<file path="src/rtl/lsdk_pkg.sv">
package lsdk_pkg;

    // Sizes of the array and of the modulus
    localparam int MAX_DIVISOR = 1024;
    localparam int MAX_LENGTH  = 65535;

    localparam int ELEM_W  = 32;
    localparam int DIV_W   = 11;
    localparam int RES_W   = 10;
    localparam int IDX_W   = 16;
    localparam int EPOCH_W = 8;
    localparam int STEP_W  = $clog2(ELEM_W);

    // Residue table
    localparam int MEM_DEPTH = MAX_DIVISOR;
    localparam int ADDR_W    = $clog2(MEM_DEPTH);

    // Register port
    localparam int PADDR_W = 2;
    localparam int PDATA_W = 32;
    localparam logic [PADDR_W-1:0] REG_DIVISOR_ADDR = PADDR_W'(0);
    localparam logic [DIV_W-1:0]   DIVISOR_RESET    = DIV_W'(7);
    localparam logic [DIV_W-1:0]   DIVISOR_MAX      = DIV_W'(MAX_DIVISOR);
    localparam logic [DIV_W-1:0]   DIVISOR_MIN      = DIV_W'(1);

    localparam logic [IDX_W-1:0]   MAX_INDEX        = IDX_W'(MAX_LENGTH);

    typedef struct packed {
        logic signed [ELEM_W-1:0] element;
        logic                     last_item;
    } item_t;

    typedef struct packed {
        logic [IDX_W-1:0] best_length;
        logic             is_final;
        logic             too_long;
    } result_t;

    // Controller to datapath
    typedef struct packed {
        logic load;    // latch a new word, start the remainder
        logic step;    // one remainder bit
        logic fold;    // fold remainder into running residue
        logic look;    // read the residue table
        logic commit;  // update state and emit the result word
    } dp_cmd_t;

    // Datapath to controller
    typedef struct packed {
        logic index_full;
        logic sweep_busy;
        logic out_free;
    } dp_status_t;

endpackage

</file>
<file path="src/rtl/lsdk_ctrl.sv">
module lsdk_ctrl (
    input  logic                  clk,
    input  logic                  rst_n,
    input  logic                  item_valid,
    output logic                  item_stall,
    input  lsdk_pkg::dp_status_t  status,
    output lsdk_pkg::dp_cmd_t     cmd
);
    import lsdk_pkg::*;

    localparam logic [2:0] S_IDLE = 3'd0;
    localparam logic [2:0] S_DIV  = 3'd1;
    localparam logic [2:0] S_RES  = 3'd2;
    localparam logic [2:0] S_LOOK = 3'd3;
    localparam logic [2:0] S_UPD  = 3'd4;

    localparam logic [STEP_W-1:0] LAST_STEP = STEP_W'(ELEM_W - 1);

    logic [2:0]        state_reg;
    logic [2:0]        state_next;
    logic [STEP_W-1:0] cnt_reg;
    logic [STEP_W-1:0] cnt_next;
    logic              accept;

    // Take a word only when idle and the table is not being swept
    assign item_stall = !((state_reg == S_IDLE) && !status.sweep_busy);
    assign accept     = item_valid && !item_stall;

    always_comb
    begin
        state_next = state_reg;
        cnt_next   = cnt_reg;
        unique case (state_reg)
            S_IDLE:
            begin
                cnt_next = '0;
                if (accept)
                begin
                    state_next = status.index_full ? S_UPD : S_DIV;
                end
            end
            S_DIV:
            begin
                cnt_next = cnt_reg + 1'b1;
                if (cnt_reg == LAST_STEP)
                begin
                    state_next = S_RES;
                end
            end
            S_RES:
            begin
                state_next = S_LOOK;
            end
            S_LOOK:
            begin
                state_next = S_UPD;
            end
            S_UPD:
            begin
                if (status.out_free)
                begin
                    state_next = S_IDLE;
                end
            end
            default:
            begin
                state_next = S_IDLE;
            end
        endcase
    end

    always_ff @(posedge clk or negedge rst_n)
    begin
        if (!rst_n)
        begin
            state_reg <= S_IDLE;
            cnt_reg   <= '0;
        end
        else
        begin
            state_reg <= state_next;
            cnt_reg   <= cnt_next;
        end
    end

    // Drive datapath commands
    always_comb
    begin
        cmd.load   = accept;
        cmd.step   = (state_reg == S_DIV);
        cmd.fold   = (state_reg == S_RES);
        cmd.look   = (state_reg == S_LOOK);
        cmd.commit = (state_reg == S_UPD) && status.out_free;
    end

endmodule

</file>
<file path="config.mk">
export PLATFORM = sky130hd
export DESIGN_NAME = lsdk_ctrl
export DESIGN_NICKNAME = d
export VERILOG_FILES = /design/src/rtl/lsdk_pkg.sv /design/src/rtl/lsdk_ctrl.sv
export SDC_FILE = /design/constraint.sdc
export NUM_CORES = 1
export LEC_CHECK = 0
export BUFFER_PORTS_ARGS = -buffer_cell sky130_fd_sc_hd__buf_2
export CORE_AREA = 2 2 43 45
export CTS_BUF_LIST = sky130_fd_sc_hd__clkbuf_2
export DETAILED_ROUTE_END_ITERATION = 6
export DIE_AREA = 0 0 45 47
export GPL_ROUTABILITY_DRIVEN = 0
export PLACE_DENSITY = 0.59
export SKIP_LAST_GASP = 1
export SYNTH_ARGS = -nofsm -noshare
export SYNTH_HDL_FRONTEND = slang
export SYNTH_SLANG_ARGS = --single-unit
</file>
<file path="constraint.sdc">
create_clock -name clk -period 3.98 [get_ports clk]
set_input_delay 0.199 -clock clk [delete_from_list [all_inputs] [get_ports clk]]
set_output_delay 0.199 -clock clk [all_outputs]
set_load 0.1 [all_outputs]
</file>
### After elaboration in Yosys (flattened, before gate mapping)

Cells that the tools add are included.

| storage, ports and cells | value |
|---|---|
| flip-flop bits (word level) | 8 |
| output and inout port bits | 6 |
| bits in latches | 0 |
| RAM bits | 0 |
| memories kept | 0 |
| ROM bits | 0 |
| bits of input ports | 6 |
| word-level logic and storage cells | 25 |

| operators by class | value |
|---|---|
| shift-type cells | 0 |
| bitwise logic cells | 0 |
| add/sub/neg operators | 1 |
| divide/modulo/power cells | 0 |
| $mul | 0 |
| order comparisons | 0 |
| equal/unequal tests | 8 |
| reductions and logical operators | 8 |
| multiplexer cells | 6 |

Operators with widths:

| kind | number |
|---|---|
| 3-bit one-hot mux with 5 select lines | 1 |
| 3-bit 2-to-1 mux | 4 |
| 5-bit one-hot mux with 2 select lines | 1 |
| 3-bit by 2-bit == test with 1-bit output (second input constant) | 2 |
| 5-bit by 1-bit adder with 5-bit output (second input constant) | 1 |
| 5-bit == test (second input constant) | 1 |
| 2-bit inequality test (second input constant) | 2 |
| 3-bit by 1-bit == test with 1-bit output (second input constant) | 1 |
| 3-bit == test (second input constant) | 1 |
| 1-bit logical AND | 3 |
| 3-bit logical NOT | 1 |
| 3-bit AND reduction | 1 |
| 1-bit logical NOT | 2 |
| 2-bit by 1-bit inequality test with 1-bit output (second input constant) | 1 |
| 2-bit nonzero test | 1 |

### Longest topological paths before layout

| logic depth | value |
|---|---|
| word-level depth | 5 |
| gate-level depth with buffers | 5 |
| gate-level depth less buffers | 5 |

### Least setup slack after synthesis

OpenSTA, ideal clock, no wires.

| timing | value |
|---|---|
| kind | reg-to-output |
| from | register state_reg[0] |
| to | output cmd[2] (netlist name) |
| data arrival time | 2766 ps |
| path slack | 1015 ps |
| buffers on the path | 1 |
| data required time | 3781 ps |
| stages on the path, launching flop included | 3 |
| cells stage by stage | dfrtp_1 buf_2 nor3b_1 |

RTL lines:

| what | RTL line | RTL |
|---|---|---|
| start: declaration | lsdk_ctrl.sv:19 | `logic [2:0] state_reg;` |
| start signal: assignment | lsdk_ctrl.sv:81 | `state_reg <= state_next;` |
| end: declaration | lsdk_ctrl.sv:7 | `output lsdk_pkg::dp_cmd_t cmd` |

==> metrics <==
CP Launch Type=register; Seq/Total Area, Yosys=40.0%; syn_area_per_cell=9.27 um^2; clock root buffer=clkbuf_2; initial antenna violation count=0; GRT Max-Usage Layer=met2; Worst path depth=4; Lkg Pwr=0.289 nW; Logic pwr share=47.0%; routed vias/inst=4.68; Max VDD drop=0.241 mV; total routed wirelength=843 um; boundary pin count=12; RSZ-0062 raised after global routing=no; Fin. Hold Viols=0; Syn-to-layout area delta=13.3%; register bit total from synthesis=8; Main synth FF type=dfrtp_1; number of cells on the worst reg-to-reg path=3; Internal Power=154 uW; data arrival time of the worst path=1570 ps; Cells after Synth=54; met2 Track Usage GR=14.0%; Setup crit end kind=output pin; Setup Viol. Count Final=0; largest net degree at the start of global routing=14; clock share of power=14.7%; Post-CTS Setup Bufs=0; post-route setup slack=2210 ps; CTS Buffer Depth=2; worst-skew pair later-pin latency=230 ps; CTS tree=built; layout cell share with drive strength beyond 1=24.6%; Final min period=1770 ps; setup TNS=0 ps; worst slack at placement=2480 ps; Slew @ Worst Pin=590 ps; effective utilization at floorplan=30.3%; switching pwr=171 uW; EDFF count, synth=0; DP Area=542 um^2; synth warn=0; Max FO, Critical Path=13; worst-path cell with the longest stage delay=dfrtp_1; CP Cell Sequence=nor2_1, nand2_1, nor2_1, buf_2; hold buffer count at cts=1; crit-path leading delay family=flip-flops; fin util=34.3%; Initial DRC Count=5; Power Density=573 nW/um^2; die area=2120 um^2; Max Transition Viols Final=0; sw frac=52.7%; worst reg2reg startpoint=state_reg[2]; drt drc=0; Critical Path Start=state_reg[0]; status=finished clean; Worst-path clk slew=70 ps; Setup CP Type=register to output pin; grt total ovfl=0; worst reg2reg setup slack=2540 ps; post-synth design cell area=500 um^2; Final Skew=4.06 ps; ant diodes=0; drt pass-1 iters=4; # H-tree levels=1; FP Rows=15; post-synthesis cell type count=23; Hold Path Class=input pin to register; crit-path most repeated cell=nor2_1; CP required=3780 ps; worst r2r dst=cnt_reg[2]; Tcrit/Tclk final=44.3%; post-CTS sizing=0; most common library cells after synthesis=dfrtp_1, nand2_1, nand2b_1; Post-synth ARST share=100%; gr usage total=9.57%; post-synth top area share=40.0%; max reg flops=5; Fillers=177; Buf/Inv on CP=1; Synth Net Count=62; Die Span X=45 um; vias in the first global route=340; Die Y=47 um; Vias=384; M1 GR Usage=13.0%; core box area=1650 um^2; crit path to=cmd[4]; # clock sinks=8; TritonCTS Buffers=3; cell area after layout=567 um^2; max_slew headroom=60.7%; Synth area leaders=dfrtp_1, nand2b_1, nand2_1, o311ai_4, ha_1; drt wl/cell=10.3 um; first-pass GRT wire length=1.44 mm; cell taking the most area after synthesis=dfrtp_1; Final #Nets=75; max frequency=0.567 GHz; M3 GR Usage=1.15%; post-route ant nets=0; sequential cell fraction of total power=38.2%; Detailed Place HPWL=642 um; slowest stage delay, CP=520 ps; MaxCap Viol Count=0; Power, Total=325 uW; Port Buf Inserts=11
[stage by stage]
| stage | std cells | hold slack, ps |
|---|---|---|
| floorplan | 54 | -96.6 |
| global placement | 78 | 51.5 |
| detailed placement | 78 | 55.9 |
| CTS | 82 | 310 |
| global route | 82 | 335 |
| finish | 82 | 323 |
[worst min path at each step]
stage | startpoint | end | slack, ps | cells past startpoint
after floorplan | rst_n | cnt_reg[0] | -100 | 0
after global placement | rst_n | cnt_reg[1] | 50 | 1
after detailed placement | rst_n | cnt_reg[2] | 60 | 1
after CTS | rst_n | cnt_reg[2] | 310 | 2
after global routing | status[0] | state_reg[2] | 330 | 3
final | status[0] | state_reg[2] | 320 | 3
[cell families after synthesis]
kind of cell    count (synthesis)  share of synthesized area [%]
fa+ha+maj                       2                           5.00
buf+inv                         5                           7.75
mux                             1                           2.00
simple gates                   28                           28.8
compound gates                 10                           16.5
flops                           8                           40.0
[layout by cell type (no fill, tap or decap)]
cell type       n
a21o_1          1
a21oi_1         1
a22o_1          1
and3_1          2
buf_2          11
clkbuf_2        3
dfrtp_1         8
dlygate4sd3_1   1
ha_1            2
inv_1           1
mux2i_1         1
nand2_1         8
nand2b_1        6
nand3_1         2
nand3b_1        2
nor2_1          5
nor3b_1         1
nor4_1          1
o21ai_0         1
o21ai_1         4
o21ba_2         1
o311ai_4        1
or2_0           1
[per-layer routing]
| layer | wire length, um | vias to the layer above |
|---|---|---|
| met5 | 0 | - |
| met2 | 401 | 1 |
| met3 | 10 | 0 |
| li1 | - | 208 |
| met4 | 0 | 0 |
| met1 | 431 | 175 |
[tightest hold or removal path, stage by stage]
cell	delay (ps)
buf_2	80
mux2i_1	60
a21o_1	170
[power by group through the flow]
stage / clock network [mW] / logic, mW / registers [mW]
after detailed placement: 0 / 0.153 / 0.126
after global placement: 0 / 0.153 / 0.124
after global routing: 0.0548 / 0.165 / 0.128
after floorplan: 0 / 0.156 / 0.108
final: 0.0479 / 0.153 / 0.124
after CTS: 0.0514 / 0.154 / 0.124
[layout make-up]
type,instances,area [um^2],area share [%]
clock buffer,3,15.0,2.65
tap,17,21.3,3.75
multi-input combinational,41,262,46.1
timing repair buffer,12,65.1,11.5
sequential,8,200,35.3
inverter,1,3.75,0.662
No activity file was read; power rests on OpenSTA's default activity.
