File: config.mk
export PLATFORM = sky130hd
export DESIGN_NAME = lsdk_regs
export DESIGN_NICKNAME = d
export VERILOG_FILES = /design/src/rtl/lsdk_pkg.sv /design/src/rtl/lsdk_regs.sv
export SDC_FILE = /design/constraint.sdc
export NUM_CORES = 1
export LEC_CHECK = 0
export BUFFER_PORTS_ARGS = -buffer_cell sky130_fd_sc_hd__buf_2
export CAP_MARGIN = 20
export CORE_MARGIN = 2
export CORE_UTILIZATION = 30
export CTS_CLUSTER_DIAMETER = 150
export DETAILED_ROUTE_END_ITERATION = 10
export PLACE_DENSITY = 0.7
export SKIP_CTS_REPAIR_TIMING = 1
export SYNTH_ARGS = -nofsm -noshare
export SYNTH_HDL_FRONTEND = slang
export SYNTH_SLANG_ARGS = --single-unit
File: constraint.sdc
create_clock -name clk -period 1.49 [get_ports clk]
set_clock_uncertainty 0.05 [all_clocks]
set_input_delay 0.149 -clock clk [delete_from_list [all_inputs] [get_ports clk]]
set_output_delay 0.149 -clock clk [all_outputs]
set_load 0.1 [all_outputs]
File: src/rtl/lsdk_pkg.sv
package lsdk_pkg;

    // Sizes of the array and of the modulus
    localparam int MAX_DIVISOR = 1024;
    localparam int MAX_LENGTH  = 65535;

    localparam int ELEM_W  = 32;
    localparam int DIV_W   = 11;
    localparam int RES_W   = 10;
    localparam int IDX_W   = 16;
    localparam int EPOCH_W = 8;
    localparam int STEP_W  = $clog2(ELEM_W);

    // Residue table
    localparam int MEM_DEPTH = MAX_DIVISOR;
    localparam int ADDR_W    = $clog2(MEM_DEPTH);

    // Register port
    localparam int PADDR_W = 2;
    localparam int PDATA_W = 32;
    localparam logic [PADDR_W-1:0] REG_DIVISOR_ADDR = PADDR_W'(0);
    localparam logic [DIV_W-1:0]   DIVISOR_RESET    = DIV_W'(7);
    localparam logic [DIV_W-1:0]   DIVISOR_MAX      = DIV_W'(MAX_DIVISOR);
    localparam logic [DIV_W-1:0]   DIVISOR_MIN      = DIV_W'(1);

    localparam logic [IDX_W-1:0]   MAX_INDEX        = IDX_W'(MAX_LENGTH);

    typedef struct packed {
        logic signed [ELEM_W-1:0] element;
        logic                     last_item;
    } item_t;

    typedef struct packed {
        logic [IDX_W-1:0] best_length;
        logic             is_final;
        logic             too_long;
    } result_t;

    // Controller to datapath
    typedef struct packed {
        logic load;    // latch a new word, start the remainder
        logic step;    // one remainder bit
        logic fold;    // fold remainder into running residue
        logic look;    // read the residue table
        logic commit;  // update state and emit the result word
    } dp_cmd_t;

    // Datapath to controller
    typedef struct packed {
        logic index_full;
        logic sweep_busy;
        logic out_free;
    } dp_status_t;

endpackage

File: src/rtl/lsdk_regs.sv
module lsdk_regs (
    input  logic                          clk,
    input  logic                          rst_n,
    input  logic                          psel,
    input  logic                          penable,
    input  logic                          pwrite,
    input  logic [lsdk_pkg::PADDR_W-1:0]  paddr,
    input  logic [lsdk_pkg::PDATA_W-1:0]  pwdata,
    output logic [lsdk_pkg::PDATA_W-1:0]  prdata,
    output logic                          pready,
    output logic [lsdk_pkg::DIV_W-1:0]    eff_divisor,
    output logic                          cfg_clear
);
    import lsdk_pkg::*;

    logic [DIV_W-1:0] divisor_reg;
    logic             wr_hit;

    assign pready = 1'b1;
    assign wr_hit = psel && penable && pwrite && pready && (paddr == REG_DIVISOR_ADDR);

    // Hold the divisor register
    always_ff @(posedge clk or negedge rst_n)
    begin
        if (!rst_n)
        begin
            divisor_reg <= DIVISOR_RESET;
        end
        else if (wr_hit)
        begin
            divisor_reg <= pwdata[DIV_W-1:0];
        end
    end

    // A divisor write restarts the array
    assign cfg_clear = wr_hit;

    // Read back
    assign prdata = (paddr == REG_DIVISOR_ADDR) ? PDATA_W'(divisor_reg) : '0;

    // Map zero to one and clamp to the table size
    always_comb
    begin
        if (divisor_reg == '0)
        begin
            eff_divisor = DIVISOR_MIN;
        end
        else if (divisor_reg > DIVISOR_MAX)
        begin
            eff_divisor = DIVISOR_MAX;
        end
        else
        begin
            eff_divisor = divisor_reg;
        end
    end

endmodule

Yosys cells after proc, flatten, opt, wreduce, memory -nomap -nowiden
Cells that the tools add are included.
Widths: inputs -> output; s select.
{"block": "totals", "inputBits": 39, "output_inout_bits": 45, "ram_bits": 0, "register_bits": 11, "mem_bits_ro": 0, "elab_cells": 10, "memories": 0, "latchBits": 0}
{"block": "op_classes", "n_mux": 3, "multipliers": 0, "bitwise_logic": 0, "div": 0, "eq_ne": 0, "n_addsub": 0, "n_reduce_logical": 5, "magnitude_cmp": 1, "n_shift": 0}
{"operator": "$mux 11", "count": 3}
{"operator": "$gt 11x11->1 const B", "count": 1}
{"operator": "$logic_not 11->1", "count": 1}
{"operator": "$logic_and 1x1->1", "count": 3}
{"operator": "$logic_not 2->1", "count": 1}

Depth between registers and ports, before layout
{"block": "depth", "word_depth": 3, "depth_mapped": 4, "ltp_nobuf": 3}

Least setup slack after synthesis
Ideal clock, no wire load.
{"block": "synth_path", "kind": "register to output", "start": "register divisor_reg[3]", "end": "output port eff_divisor[0] in the netlist's numbering", "required_time_ns": 1.291, "setup_slack_ns": -0.704, "n_path_buf": 0, "stages_incl_launch_ff": 4, "arrival_ns": 1.995, "path_cell_list": "dfrtp_1 nor4_1 a31oi_1 nor2_1"}
{"block": "synth_via", "elab_chain_cells": 3, "elab_cells_between_ends": 4, "cone_classes": "order compare (1); mux (2); reduce/logical (1)"}
{"element": "from (decl)", "line_no": "lsdk_regs.sv:16", "source": "logic [DIV_W-1:0] divisor_reg;"}
{"element": "from (signal assigned)", "line_no": "lsdk_regs.sv:31", "source": "divisor_reg <= pwdata[DIV_W-1:0];"}
{"element": "$gt 11x11->1", "line_no": "lsdk_regs.sv:48", "source": "else if (divisor_reg > DIVISOR_MAX)"}
{"element": "$mux 11", "line_no": "lsdk_regs.sv:48"}
{"element": "$mux 11 (*)", "line_no": "lsdk_regs.sv:44", "source": "if (divisor_reg == '0)"}
{"element": "to (decl)", "line_no": "lsdk_regs.sv:11", "source": "output logic [lsdk_pkg::DIV_W-1:0] eff_divisor,"}
Mark *: on every way between the ends. The rest lies on a longest branch, timed or not.

Worst setup path after layout
Same ends and word-level chain as after synthesis.

==> metrics.log <==
[metrics] result of the run: complete, but fails checks
[metrics] violated checks: setup timing
[metrics] Antenna Violating Nets Remaining: 0
[metrics] number of warning messages in the yosys log: 0
[metrics] layout cell share with drive strength beyond 1: about two thirds
[metrics] CP bufs+invs: 1
[metrics] flip-flop count of the largest register, all copies and words added: 11
[metrics] post-synth cell types: 18
[metrics] clock latency on the worst-skew pair: 0.27 ns
[metrics] Worst setup SP type: flop
[metrics] FF+latch count, synth: 11
[metrics] I/O pins: 84
[metrics] first-iteration detailed-routing DRC count: 6
[metrics] number of setup violations in the final report: 1
[metrics] overall power of the completed layout: 2.49 mW
[metrics] global-route usage over all layers: 11.9%
[metrics] number of antenna violations at the first check in global routing: 0
[metrics] power density of the placed cells: about 1700 mW/mm2
[metrics] maximum frequency from static timing analysis: 630 MHz
[metrics] final RePlAce weighted congestion: between 0.6 and 0.7
[metrics] global-route wire length before repair: 2890 um
[metrics] die area: slightly above 0.003 mm2
[metrics] Max clock buf depth: 2
[metrics] Final #Nets: 163
[metrics] mean number of vias per cell: 4.12
[metrics] crit-path leading delay family: flip-flops
[metrics] Mapped Avg Cell Area: around 10 um2
[metrics] cells along the critical path: nor4_4 -> a31oi_2 -> nor2_4 -> buf_12
[metrics] Die Span X: 55.8 um
[metrics] grt total ovfl: 0
[metrics] number of levels in the clock H-tree: 1
[metrics] final core area utilization: 58.5%
[metrics] data arrival time of the worst path: 1.39 ns
[metrics] post-route clock period utilization: 107%
[metrics] endpoint kind of the worst setup timing path: output pin
[metrics] number of hold-slack violations in the final timing report: 0
[metrics] FILL cells: 209
[metrics] first element of the critical path: divisor_reg[3]$_DFFE_PN0P_
[metrics] die span in y: 55.8 um
[metrics] via count of the first global-routing pass: 625
[metrics] Pre-antenna DRT Iters: 3
[metrics] Max stage delay on crit path: 0.41 ns
[metrics] pre-CTS worst setup slack: between 0.015 and 0.02 ns
[metrics] pin count of the biggest net entering global routing: 14
[metrics] placeable core region: 0.00252 mm2
[metrics] Worst Slack Setup Final: -0.0972 ns
[metrics] Via Count: 630
[metrics] drt total wl: 1920 um
[metrics] number of input and output port buffers inserted: 40
[metrics] root buffer selected by CTS: clkbuf_4
[metrics] Max FO, Critical Path: 2
[metrics] Row Count: 18
[metrics] number of max-cap violations: 0
[metrics] LEAKAGE: between 0.7 and 0.8 nW
[metrics] Min-Delay Path Class: primary input to flop
[metrics] setup repair after global routing missed its margin: yes
[metrics] WL/cell: 12.5 um
[metrics] worst endpoint required time: 1.29 ns
[metrics] effective utilization at floorplan: 31.9%
[metrics] sequential share of the synthesized area: 34.6%
[metrics] clock buffers created by TritonCTS: 3
[metrics] maximum vdd ir drop: approximately 1.1 mV
[metrics] worst setup path category: flop to output pin
[metrics] clock-pin slew on the worst setup and hold paths: 0.07 ns
[metrics] Hold Slack: 0.0583 ns
[metrics] Layout Area Growth over Synthesis: 83.2%
[metrics] clock sinks: 11
[metrics] crit path max-delay cell type: dfrtp_1
[metrics] CTS tree: yes
[metrics] post-synthesis cell count: just under 80
[metrics] Min-Delay Startpoint: pwdata[1]
[metrics] clock period minus final worst setup slack: 1.59 ns
[metrics] post-synth design cell area: slightly above 800 um2
[metrics] ANT cells: 0
[metrics] Worst R2R Start: divisor_reg[10]$_DFFE_PN0P_
[metrics] remaining routing DRC violations: 0
[metrics] max-slew violations: 0
-- cells by family (layout without fill, tap and decap cells) --
group / after synthesis / count (layout) / synth area share (%)
mux: 11 / 11 / 19.6
buf+inv: 27 / 52 / 23.8
compound gates: 1 / 1 / 0.777
other cells: 2 / 22 / 0.932
flops: 11 / 11 / 34.6
simple gates: 26 / 26 / 20.3
-- per-stage QoR --
step	cell area (um2)	TNS, ns	cells
after floorplan	912	-1.91	98
after global placement	1330	0	145
after detailed placement	1330	0	145
after CTS	1360	-1.63	149
after global routing	1480	-0.251	153
final	1480	-0.0972	153
-- cells in the mapped netlist --
| library cell | n | area share, % |
|---|---|---|
| nand4_2 | 1 | 1.6 |
| buf_6 | 1 | 1.4 |
| dfrtp_1 | 8 | 25 |
| clkbuf_1 | 3 | 1.4 |
| nor2b_1 | 9 | 7.0 |
| buf_4 | 22 | 20 |
| dfstp_2 | 3 | 9.8 |
| nor2_2 | 1 | 0.78 |
| nor3_1 | 1 | 0.62 |
| and2_2 | 1 | 0.93 |
| nor4_1 | 1 | 0.78 |
| nor2_1 | 2 | 0.93 |
| mux2_2 | 2 | 2.8 |
| mux2_4 | 9 | 17 |
| inv_1 | 1 | 0.47 |
| conb_1 | 2 | 0.93 |
| a31oi_1 | 1 | 0.78 |
| and2_1 | 10 | 7.8 |
-- cell type report --
type                    instances  area (um2)  share of cell area (%)
inverters                       1        3.75                   0.254
clock buffers                   4        26.3                    1.78
multi-input cells              60         509                    34.5
flip-flops and latches         11         283                    19.2
well taps                      30        37.5                    2.54
repair buffers                 47         617                    41.8
-- where the power goes --
part / switching [mW] / internal, mW / leakage [nW]
clock: 0.100 / 0.104 / 0.0150
sequential: 0.0936 / 0.388 / 0.128
combinational: 1.17 / 0.634 / 0.588
total: 1.37 / 1.13 / 0.731
-- cell usage in the layout (no fill, tap or decap) --
cell	count
and2_1	9
conb_1	22
clkbuf_1	1
nor2b_4	8
dfrtp_1	7
nand4_2	1
and2_2	1
nor2_2	1
buf_6	1
nor4_4	1
buf_4	4
and2_4	1
mux2_4	9
dfrtp_4	1
nor2_4	1
buf_12	24
dlygate4sd3_1	1
clkbuf_4	3
nor3_2	1
buf_2	17
nor2b_2	1
a31oi_2	1
mux2_2	2
dfstp_2	3
nor2_1	1
inv_1	1
-- per-layer routing --
layer  vias to the layer above  wire length [um]  track usage [%]
met5                         -                 0                0
met4                         0                29             5.10
met3                         3               241             5.35
met2                        51               937             20.6
met1                       285               706             12.5
li1                        291                 -                -
-- final timing paths --
kind / end / slack (ns) / depth (start not counted)
setup reg to reg: divisor_reg[10]$_DFFE_PN0P_ / 0.39 / 2
hold reg to reg: divisor_reg[5]$_DFFE_PN0P_ / 0.51 / 1
min in group asynchronous: divisor_reg[7]$_DFFE_PN0P_ / 0.22 / 2
setup / recovery: eff_divisor[0] / -0.1 / 4
hold / removal: divisor_reg[1]$_DFFE_PN1P_ / 0.06 / 2
max in group asynchronous: divisor_reg[2]$_DFFE_PN1P_ / 0.91 / 2
-- worst reg2reg max path: stages (launching register included) --
cell and delay (ns):
dfrtp_4 0.53, buf_12 0.17, mux2_4 0.25
(Power assumes the default switching activity.)
